## config.mk

```make
export PLATFORM = sky130hd
export DESIGN_NAME = crd_front
export DESIGN_NICKNAME = d
export VERILOG_FILES = /design/src/hdl/crd_pkg.sv /design/src/hdl/crd_front.sv
export SDC_FILE = /design/constraint.sdc
export NUM_CORES = 1
export LEC_CHECK = 0
export ABC_AREA = 1
export BUFFER_PORTS_ARGS = -buffer_cell sky130_fd_sc_hd__buf_2
export CORE_UTILIZATION = 37
export DETAILED_ROUTE_END_ITERATION = 8
export SETUP_SLACK_MARGIN = 0.4
export SYNTH_ARGS = -nofsm -noshare
export SYNTH_HDL_FRONTEND = slang
export SYNTH_SLANG_ARGS = --single-unit
```

## constraint.sdc

```tcl
create_clock -name clk -period 3.15 [get_ports clk]
set_input_delay 0.315 -clock clk [delete_from_list [all_inputs] [get_ports clk]]
set_output_delay 0.315 -clock clk [all_outputs]
set_load 0.005 [all_outputs]
```

## src/hdl/crd_pkg.sv

```systemverilog
`timescale 1ns / 1ps
`default_nettype none
package crd_pkg;
    localparam int unsigned MaxResolution = 4096;
    localparam int unsigned PixW   = 12;
    localparam int unsigned UvW    = 28;
    localparam int unsigned WordW  = 32;
    localparam int unsigned CompW  = 47;
    localparam int unsigned ScaleW = 31;
    localparam int unsigned SqrtSteps = 32;
    localparam int unsigned DivSteps  = 31;
    localparam int unsigned CfgIdxW = 4;

    typedef enum logic [CfgIdxW-1:0] {
        REG_EYE_X  = 4'd0,
        REG_EYE_Y  = 4'd1,
        REG_EYE_Z  = 4'd2,
        REG_LEFT_X = 4'd3,
        REG_TOP_Y  = 4'd4,
        REG_FILM_Z = 4'd5,
        REG_STEP_X = 4'd6,
        REG_STEP_Y = 4'd7
    } crd_reg_e;

    typedef struct packed {
        logic [UvW-1:0] u;
        logic [UvW-1:0] v;
    } crd_uv_t;

    typedef struct packed {
        logic signed [WordW-1:0] eye_x;
        logic signed [WordW-1:0] eye_y;
        logic signed [WordW-1:0] eye_z;
        logic signed [WordW-1:0] left_x;
        logic signed [WordW-1:0] top_y;
        logic signed [WordW-1:0] film_z;
        logic signed [WordW-1:0] step_x;
        logic signed [WordW-1:0] step_y;
    } crd_cfg_t;

    typedef struct packed {
        logic [2:0][ScaleW-1:0] mag;
        logic [2:0]             neg;
        logic                   degen;
    } crd_side_t;

    typedef struct packed {
        logic [63:0] n;
        logic [35:0] rem;
        logic [31:0] root;
        crd_side_t   side;
    } crd_sq_t;

    typedef struct packed {
        logic [31:0]            r;
        logic [2:0][ScaleW-1:0] nlo;
        logic [2:0][31:0]       rem;
        logic [2:0][ScaleW-1:0] q;
        logic [2:0]             neg;
        logic                   degen;
    } crd_dv_t;

    // bit length of a nonzero word, 0 for zero
    function automatic logic [5:0] bit_len(input logic [CompW-1:0] w);
        logic [5:0] l;
        l = '0;
        for (int i = 0; i < CompW; i++) begin
            if (w[i]) begin
                l = 6'(i + 1);
            end
        end
        return l;
    endfunction
endpackage
`default_nettype wire

```

## src/hdl/crd_front.sv

```systemverilog
`timescale 1ns / 1ps
`default_nettype none
module crd_front import crd_pkg::*; #(
    parameter int unsigned MAX_RESOLUTION = MaxResolution
) (
    input  wire logic          clk,
    input  wire logic          rst_n,
    input  wire logic          s_tvalid,
    output logic               s_tready,
    input  wire logic [55:0]   s_tdata,
    input  wire logic          pop,
    output logic               head_valid,
    output crd_uv_t            head
);
    localparam logic [16:0] PixMax = 17'(MAX_RESOLUTION - 1);

    crd_uv_t     q_reg [0:1];
    logic [1:0]  cnt_reg, cnt_next;
    logic        push;
    logic        do_pop;
    logic        load_head;
    logic [PixW-1:0] px, py;
    crd_uv_t     item;

    always_comb
    begin
        px = s_tdata[11:0];
        py = s_tdata[23:12];
        if ({5'b0, px} > PixMax)
        begin
            px = PixMax[PixW-1:0];
        end
        if ({5'b0, py} > PixMax)
        begin
            py = PixMax[PixW-1:0];
        end
        item.u = {px, s_tdata[39:24]};
        item.v = {py, s_tdata[55:40]};
    end

    assign s_tready   = (cnt_reg != 2'd2);
    assign push       = s_tvalid && s_tready;
    assign head_valid = (cnt_reg != 2'd0);
    assign head       = q_reg[0];
    assign do_pop     = pop && head_valid;
    assign cnt_next   = cnt_reg + {1'b0, push} - {1'b0, do_pop};
    // new request goes straight to the head when the queue empties under it
    assign load_head  = push && (cnt_reg == 2'd0 || (cnt_reg == 2'd1 && do_pop));

    always_ff @(posedge clk or negedge rst_n)
    begin
        if (!rst_n)
        begin
            cnt_reg <= '0;
        end
        else
        begin
            cnt_reg <= cnt_next;
        end
    end

    // two-entry queue, entry 0 is the head
    always_ff @(posedge clk)
    begin
        if (load_head)
        begin
            q_reg[0] <= item;
        end
        else if (do_pop)
        begin
            q_reg[0] <= q_reg[1];
        end
        if (push && !load_head)
        begin
            q_reg[1] <= item;
        end
    end
endmodule
`default_nettype wire

```

# Word level (Yosys, flattened, before mapping)
# Memory sizes are Yosys's and may differ from the RTL's.
# Index checks and enable logic that the tools add are counted.
# word_totals
regBits,2
ram_bits,112
in_bits,60
out_inout_bits,58
wordCells,24
mem_count,1
# memory_table
name,words,word_bits,read_ports,rd_ports_with_merged_regs,write_ports,line_no,text
q_reg,2,56,2,0,2,crd_front.sv:17,crd_uv_t q_reg [0:1];
# op_classes
addsub,2
eq_ne,2
mux,8
bitwise_logic,1
n_reduce_logical,9
# ops
cell,n
$mux 56,1
$mux 1,7
$logic_and 1x1->1,5
$add 2x1->2,1
$eq 2x1->1 const B,1
$logic_not 2->1,1
$ne 2x2->1 const B,1
$reduce_bool 2->1,1
$sub 2x1->2,1
$logic_not 1->1,1
$logic_or 1x1->1,1
$or 1x1->1,1

# Longest topological paths before layout
# Gate-level depths: netlist of the first run.
# logic_depth
ltp_word,9
ltp_mapped,10
depth_no_buf,9

# Worst setup path after synthesis of the first run
# OpenSTA, ideal clock, no wires.
# synth_timing
kind,register to register
from,register cnt_reg[1]
to,"memory q_reg[0][100] in the netlist's numbering, enable pin"
setup_ps,470
arrival_time_ps,2937
required_time_ps,2680
slack_ps,-258
stages_incl_launch_ff,5
path_buffers,0
synth_period_minus_slack_ps,3408
cell_sequence,dfrtp_1 > inv_2 > nand2_4 > nand2_2 > nor2_1
# synth_lines
item,line_no,text
"start, declared",crd_front.sv:18,"logic [1:0] cnt_reg, cnt_next;"
"start signal, assigned",crd_front.sv:58,cnt_reg <= cnt_next;
"end, declared",crd_front.sv:17,

==> results of run 1 <==
## worst max-delay path by stage
stage               start      endpoint  slack (ns)  depth (start not counted)
6_report       cnt_reg[1]  q_reg[0][46]        1.34                          6
5_1_grt        cnt_reg[1]   q_reg[0][5]        1.16                          7
4_1_cts        cnt_reg[1]  q_reg[0][41]        1.31                          6
3_5_place_dp   cnt_reg[1]  q_reg[0][49]        1.33                          6
3_3_place_gp   cnt_reg[1]  q_reg[0][48]        1.37                          6
2_1_floorplan  cnt_reg[1]   q_reg[0][0]        0.67                          6
## worst reg2reg max path: cells and delay by family (launching register included)
kind,cells,cell delay (ns)
buf+inv,2,0.42
flops,1,0.43
simple gates,4,0.63
## cells by family (layout without fill, tap and decap cells)
group,Yosys count,in the layout,synth area share
AOI/OAI and AO/OA,1,1,0.00250
xor gates and xnor gates,2,2,0.00350
adders and majority gates,2,2,0.00499
buffers and inverters,79,160,0.128
DFF,114,114,0.681
and+or+nand+nor,177,177,0.180
## routing by layer
layer / GRT usage / up-vias / wire length [um]
li1: - / 1371 / -
met1: 0.180 / 1322 / 4220
met2: 0.204 / 88 / 4180
met3: 0.0574 / 10 / 523
met4: 0.0491 / 2 / 91
met5: 0 / - / 16
## area by class of cell
| class | instances | area, um^2 | share of cell area |
|---|---|---|---|
| clock buffers | 21 | 440 | 0.0763 |
| clock inverters | 10 | 45.0 | 0.00781 |
| inverters | 5 | 18.8 | 0.00325 |
| multi-input cells | 182 | 978 | 0.170 |
| flip-flops and latches | 114 | 3410 | 0.592 |
| well taps | 176 | 220 | 0.0382 |
| repair buffers | 124 | 653 | 0.113 |
## cells in the final DEF, fill, tap and decap left out
cell type	netlist	final
sky130_fd_sc_hd__buf_2	7	117
sky130_fd_sc_hd__nand2_1	116	115
sky130_fd_sc_hd__edfxtp_1	112	112
sky130_fd_sc_hd__nand3_2	30	30
sky130_fd_sc_hd__nand3_1	26	26
sky130_fd_sc_hd__clkbuf_16	0	17
sky130_fd_sc_hd__clkinv_2	0	6
sky130_fd_sc_hd__buf_4	57	5
sky130_fd_sc_hd__clkinv_1	0	4
sky130_fd_sc_hd__clkbuf_1	1	4
sky130_fd_sc_hd__inv_1	3	3
sky130_fd_sc_hd__nand2_2	3	3
sky130_fd_sc_hd__inv_2	2	2
sky130_fd_sc_hd__nand2_4	1	2
sky130_fd_sc_hd__ha_1	2	2
sky130_fd_sc_hd__dfrtp_1	2	2
sky130_fd_sc_hd__xnor2_1	1	1
sky130_fd_sc_hd__xor2_1	1	1
sky130_fd_sc_hd__o211ai_4	0	1
sky130_fd_sc_hd__nor2_4	0	1
sky130_fd_sc_hd__dlygate4sd3_1	0	1
sky130_fd_sc_hd__buf_12	6	1
## metrics by stage
stage                     hold slack [ns]  std cells  power [mW]  area [um^2]  worst slack [ns]
after floorplan                    0.0194        375        3.77         5010             0.671
after global placement              0.100        600        3.86         5270              1.37
after detailed placement            0.103        600        3.89         5270              1.33
after CTS                          0.0815        632        5.50         5770              1.31
after global routing               0.0852        632        5.74         5770              1.16
final                              0.0998        632        5.41         5770              1.34
## power breakdown
group          leakage (nW)  internal (mW)  total (mW)  switching (mW)
clock                 0.244          0.975        1.59           0.612
combinational          1.11          0.469        1.33           0.864
sequential             1.10           2.34        2.49           0.146
total                  2.45           3.79        5.41            1.62
## repair_timing
item,4_1_cts,5_1_grt
hold buffers,1,0
hold endpoints to repair,2,0
gates resized for setup,0,0
==> metrics list, run 1 <==
* Outcome: complete, no violations
* Remaining antenna violation count after routing: 0
* Avg Inst Size Synth: 13.4 um^2
* Reg2reg path depth: 6
* Setup repair after global routing missed its margin: false
- For this run, the register share of the synthesized area comes to 0.681.
- Power spread over the standard cell area amounts to 938 mW/mm^2.
- Data required time at the worst endpoint: 3.23 ns
- Fin. Hold Viols: 0
- The die is 118 um tall.
- At the end of the flow, the number of nets in the layout was 506.
- Total standard cell area after synthesis: 0.00501 mm^2
- Synthesis-to-layout area growth: 15.1%
* Commonest cells in the synthesized netlist: sky130_fd_sc_hd__nand2_1 (116), sky130_fd_sc_hd__edfxtp_1 (112), sky130_fd_sc_hd__buf_4 (57)
- The clock arrives with 0.00615 ns of skew.
- Number of clock sinks: 114
* Filler cell count: 1246
* First-pass DRT Iterations: 4
- Static leakage: 2.45 nW
- The initial utilization of the core area, before any placement, comes to 0.378.
- FF+latch count, synth: 114
- Detailed routing inserted a total of 2793 vias.
- First-pass GRT wire length: 14.5 mm
* Routed vias/inst: 4.42
- The via count of the first global-routing pass was 2835.
- Across all register-to-register paths, the minimum setup slack is 1.34 ns.
- The path with the worst hold slack has its endpoint at q_reg[0][99].
- Number of DRC markers in iteration 0: 147
* Number of distinct standard cells referenced by the synthesized netlist: 20
- Crit path buffers/inverters: 2
* Normalized max-slew margin: 0.453
* Setup Buffers After CTS: 0
- Crit path max-delay family: simple AND/OR/NAND/NOR gates
- Overall Global Routing Usage: 0.137
- Quantity of I/O buffers inserted on ports: 117
- Largest fanout of any net on the critical path: 39
* Synthesized netlist cell count: 375
* Post-synth EDFFs: 112
- Entering global routing, the biggest net connects 57 pins.
- The register with the most flip-flops in the layout has 112 of them.
* Setup TNS Final: 0 ns
- Fraction of layout cells with a size suffix above 1: 0.406
- Critical path launch point type: flop
- The worst register-to-register path ends at q_reg[0][46].
- The number of antenna violations at the first check in global routing was 1.
- Among all flip-flop cells after synthesis, the most frequent one is sky130_fd_sc_hd__edfxtp_1.
- The region available for standard cell placement spans 0.0132 mm^2.
- For this design, the slowest cell found on the critical path is sky130_fd_sc_hd__dfrtp_1.
* Class of the tightest hold or removal check: in -> reg
- Wires add up to 9.03 mm.
- During I/O placement, the number of pins put on the boundary was 118.
- Setup-failing EPs final: 0
- The signal on the critical path passes through inv_2, nand2_4, nand2_2, nand2_4, nand2_2, buf_12.
- Shortest period the worst path allows: 1.81 ns
* Clock tree from TritonCTS: built
- Fmax achieved: 0.551 GHz
- STA classifies the critical path endpoint as a flop.
- Critical path type: reg -> reg
- Slowest cell delay on critical path: 0.43 ns
- Count of maximum capacitance violations: 0
- Synthesis Warnings: 0
* Leading cell types by total area after synthesis: sky130_fd_sc_hd__edfxtp_1 (67%), sky130_fd_sc_hd__nand2_1 (8.7%), sky130_fd_sc_hd__buf_4 (8.5%), sky130_fd_sc_hd__nand3_2 (6.0%), sky130_fd_sc_hd__nand3_1 (2.6%)
- Syn Nets: 437
* Instance count along the most critical hold path: 1
- Die outline width: 118 um
- After detailed routing, the average wire length per cell comes to 14.3 um.
* Clock Path Buffers: 2
- Async S/R FF share, synth: 0.0175
* Worst EP arrival: 1.90 ns
- Dividing the final minimum period by the clock period gives 0.576.
- Slew at the pin closest to its max-slew limit: 0.821 ns
- Diode insertion count for antenna repair: 0
* Die ar.: 0.0140 mm^2
- Total half-perimeter wirelength after legalization and detailed placement: 5.44 mm
- Beginning of the worst register-to-register path: cnt_reg[1]
* Source-to-sink clock delay at the later pin of the worst-skew pair: 0.40 ns
* Clock slew seen by the registers of the worst setup and hold paths: 0.05 ns
- Count of standard-cell rows: 42
- Cell taking the most area after synthesis: sky130_fd_sc_hd__edfxtp_1
- The congestion estimate from routability-driven global placement came to 0.726.
- The tree is rooted in a sky130_fd_sc_hd__clkbuf_16.
- The worst hold path begins at s_tdata[39].
* Total global routing overflow: 0
* Count of unresolved DRC violations after routing: 0
- Most frequent cell after synthesis: sky130_fd_sc_hd__nand2_1
* Max rail drop VDD: 0.755 mV
- Final slew viol count: 0
- Once layout is complete, the utilization of the core stands at 0.436.
- Area share of the leading cell type in the synthesized netlist: 0.671
- The H-tree was split into 4 levels.
- Clock tree synthesis inserted a total of 17 buffers.
No activity file was read; power rests on OpenSTA's default activity.
==> inputs of run 2 (changes only) <==
Clock period 3.15 ns to 1.8 ns, I/O delays scaled along.
==> run 2 against run 1 <==
  * Fmax up 15%
  * Register-to-register slack got worse by 1.1 ns
  * Critical path depth up 2
  * Wire length is 25% higher
  * Via count increased by 14%
  * Worst hold slack worse by 0.014 ns
  * Critical endpoint is now q_reg[0][12]
==> metrics list, run 2 (synthesis results as in run 1) <==
- The run finished with clean final reports.
- Counting the buffers created by CTS gives 17.
* Die outline width: 118 um
- First-pass DRT Iterations: 4
- Data required time at the worst endpoint: 1.92 ns
- For this design the ratio of total power to cell area is 1580 mW/mm^2.
- TritonCTS built the clock tree.
* Normalized max-slew margin: 0.773
- Summing over every cut layer, the via total after detailed routing is 3195.
- Between clock sinks in the finished design, the worst skew comes to 0.00617 ns.
* Slowest cell delay on critical path: 0.40 ns
* Critical path launch point type: flop
* Pin count of the biggest net entering global routing: 57
* Placer Congestion: 0.675
- The critical path contains buffers and inverters numbering 4 combined.
* Initial cell density of the core: 0.378
- Most repeated library cell on the critical path: sky130_fd_sc_hd__nand2_8
- The detailed router finished its first iteration with 123 violations.
- Total global routing overflow: 0
- The cell sitting at the root of the clock tree is a sky130_fd_sc_hd__clkbuf_16.
* Clock slew seen by the registers of the worst setup and hold paths: 0.05 ns
- Walking the worst path, the cells encountered are inv_2, buf_4, nand2_4, nand2_8, nand2_8, buf_12, buf_4, nand2_8.
- Flip-flop count of the largest register, all copies and words added: 112
* Class of the tightest hold or removal check: in -> async
- Port buffering added 117 buffers.
- Diode insertion count for antenna repair: 0
- Crit share post-route: 0.879
* Total Wirelength: 11.3 mm
* Remaining antenna violation count after routing: 0
- Area taken by flip-flops and latches: 0.00341 mm^2
* Filler cell count: 1139
- Setup crit end kind: flop
* Via count of the first global-routing pass: 3243
* Setup Slack @ Placement: 0.0121 ns
- Ports: 118
* Fraction of layout cells with a size suffix above 1: 0.417
* Worst EP arrival: 1.70 ns
* Setup TNS Final: 0 ns
* Placeable core area: 0.0132 mm^2
- Detailed placement finished with a half-perimeter wire length of 5.35 mm.
- Max rail drop VDD: 0.950 mV
- The later pin in the worst-skew pair is clocked with a latency of 0.41 ns.
- Post-route setup slack: 0.218 ns
* Slowest CP cell: sky130_fd_sc_hd__dfrtp_1
- In the layout the commonest cells are sky130_fd_sc_hd__buf_2 (116), sky130_fd_sc_hd__nand2_1 (112), sky130_fd_sc_hd__edfxtp_1 (112).
- Count of standard-cell rows: 42
* Fin. Hold Viols: 0
- From synthesis to final layout, the design area changed by 40.7%.
- After detailed routing, the number of remaining DRC violations is 0.
- The worst register-to-register path begins at cnt_reg[1].
- Die ar.: 0.0140 mm^2
- The H-tree generated during clock tree synthesis spans 4 levels.
- The first global-routing pass estimated 16.5 mm of wire.
* Shortest period the worst path allows: 1.58 ns
* Setup-failing EPs final: 0
- Count of maximum capacitance violations: 0
* Critical path type: reg -> reg
* Routed vias/inst: 4.44
- Number of nets in the layout: 596
- After detailed routing, the average wire length per cell comes to 15.7 um.
- First element of the critical path: cnt_reg[1]
* Most common library cell in the layout ignoring fill and taps: sky130_fd_sc_hd__buf_2
* Fmax achieved: 0.632 GHz
* Clock Path Buffers: 2
- Overall power of the completed layout: 11.1 mW
- Along the worst path, the maximum fanout reaches 7.
- Setup repair after global routing could not meet its margin everywhere.
- The die is 118 um tall.
* Combined area of the multi-input logic cells: 0.00121 mm^2
- The worst register-to-register path has a setup slack of 0.22 ns.
- Overall Global Routing Usage: 0.159
- At the pin with the least slew margin, the transition time is 0.341 ns.
- Static leakage: 2.99 nW
- Number of clock sinks: 114
- Antenna violations before repair: 0
- Crit path max-delay family: buffers and inverters
- The number of pins with negative max-slew slack in the final report came to 0.
[run 2: cell types whose count changed in the layout (fill, tap and decap cells not counted), sizes merged]
| cell | previous run | this run |
|---|---|---|
| clkinvlp | 0 | 1 |
| nand2 | 120 | 127 |
| bufinv | 0 | 1 |
| clkbuf | 21 | 23 |
| clkinv | 10 | 7 |
| dlygate4sd3 | 1 | 57 |
| buf | 123 | 147 |
[run 2: worst reg2reg max path, stage by stage (launching register included)]
cell and delay, ns:
sky130_fd_sc_hd__dfrtp_1 0.40, sky130_fd_sc_hd__inv_2 0.09, sky130_fd_sc_hd__buf_4 0.13, sky130_fd_sc_hd__nand2_4 0.07, sky130_fd_sc_hd__nand2_8 0.10, sky130_fd_sc_hd__nand2_8 0.08
sky130_fd_sc_hd__buf_12 0.17, sky130_fd_sc_hd__buf_4 0.15, sky130_fd_sc_hd__nand2_8 0.10
[run 2: path summary, 6_finish.rpt]
path                           endpoint  cells past startpoint
setup / recovery           q_reg[0][12]                      8
hold / removal               cnt_reg[1]                      2
setup reg to reg           q_reg[0][12]                      8
hold reg to reg            q_reg[0][47]                      2
max in group asynchronous    cnt_reg[0]                      2
min in group clk           q_reg[0][45]                      4
[run 2: routing by layer]
layer,vias to the layer above,track usage,routed length [um]
li1,1569,-,-
met1,1502,0.195,4880
met2,108,0.256,5600
met3,16,0.0483,657
met4,0,0.0767,186
met5,-,0,0
[run 2: stage by stage]
step	area [um^2]	std cells	util	hold WS (ns)
floorplan	5050	375	-	-0.116
global placement	5330	601	0.402	-0.0361
detailed placement	5330	601	0.402	-0.0315
CTS	6750	706	0.510	0.0684
global route	7050	720	0.533	0.0723
finish	7050	720	0.533	0.0861
[run 2: layout make-up]
type,instances,area share
inverter,5,0.00302
clock inverter,9,0.00976
tap,176,0.0312
sequential,114,0.484
clock buffer,20,0.0619
timing repair buffer,207,0.239
multi-input combinational,189,0.171
[run 2: timing repair]
| action | 4_1_cts | 5_1_grt |
|---|---|---|
| pin swaps | 7 | 7 |
| buffers inserted | 14 | 5 |
| gates cloned | 5 | 9 |
| endpoints found under the setup margin | 169 | 170 |
| endpoints found under the hold margin | 58 | 0 |
| gates resized for setup | 29 | 15 |
| hold buffers | 57 | 0 |
[run 2: where the power goes]
part	internal, mW	total (mW)	switching [mW]	leakage [nW]
registers	4.09	4.33	0.237	1.10
logic	1.78	3.89	2.11	1.64
clock network	1.84	2.91	1.07	0.248
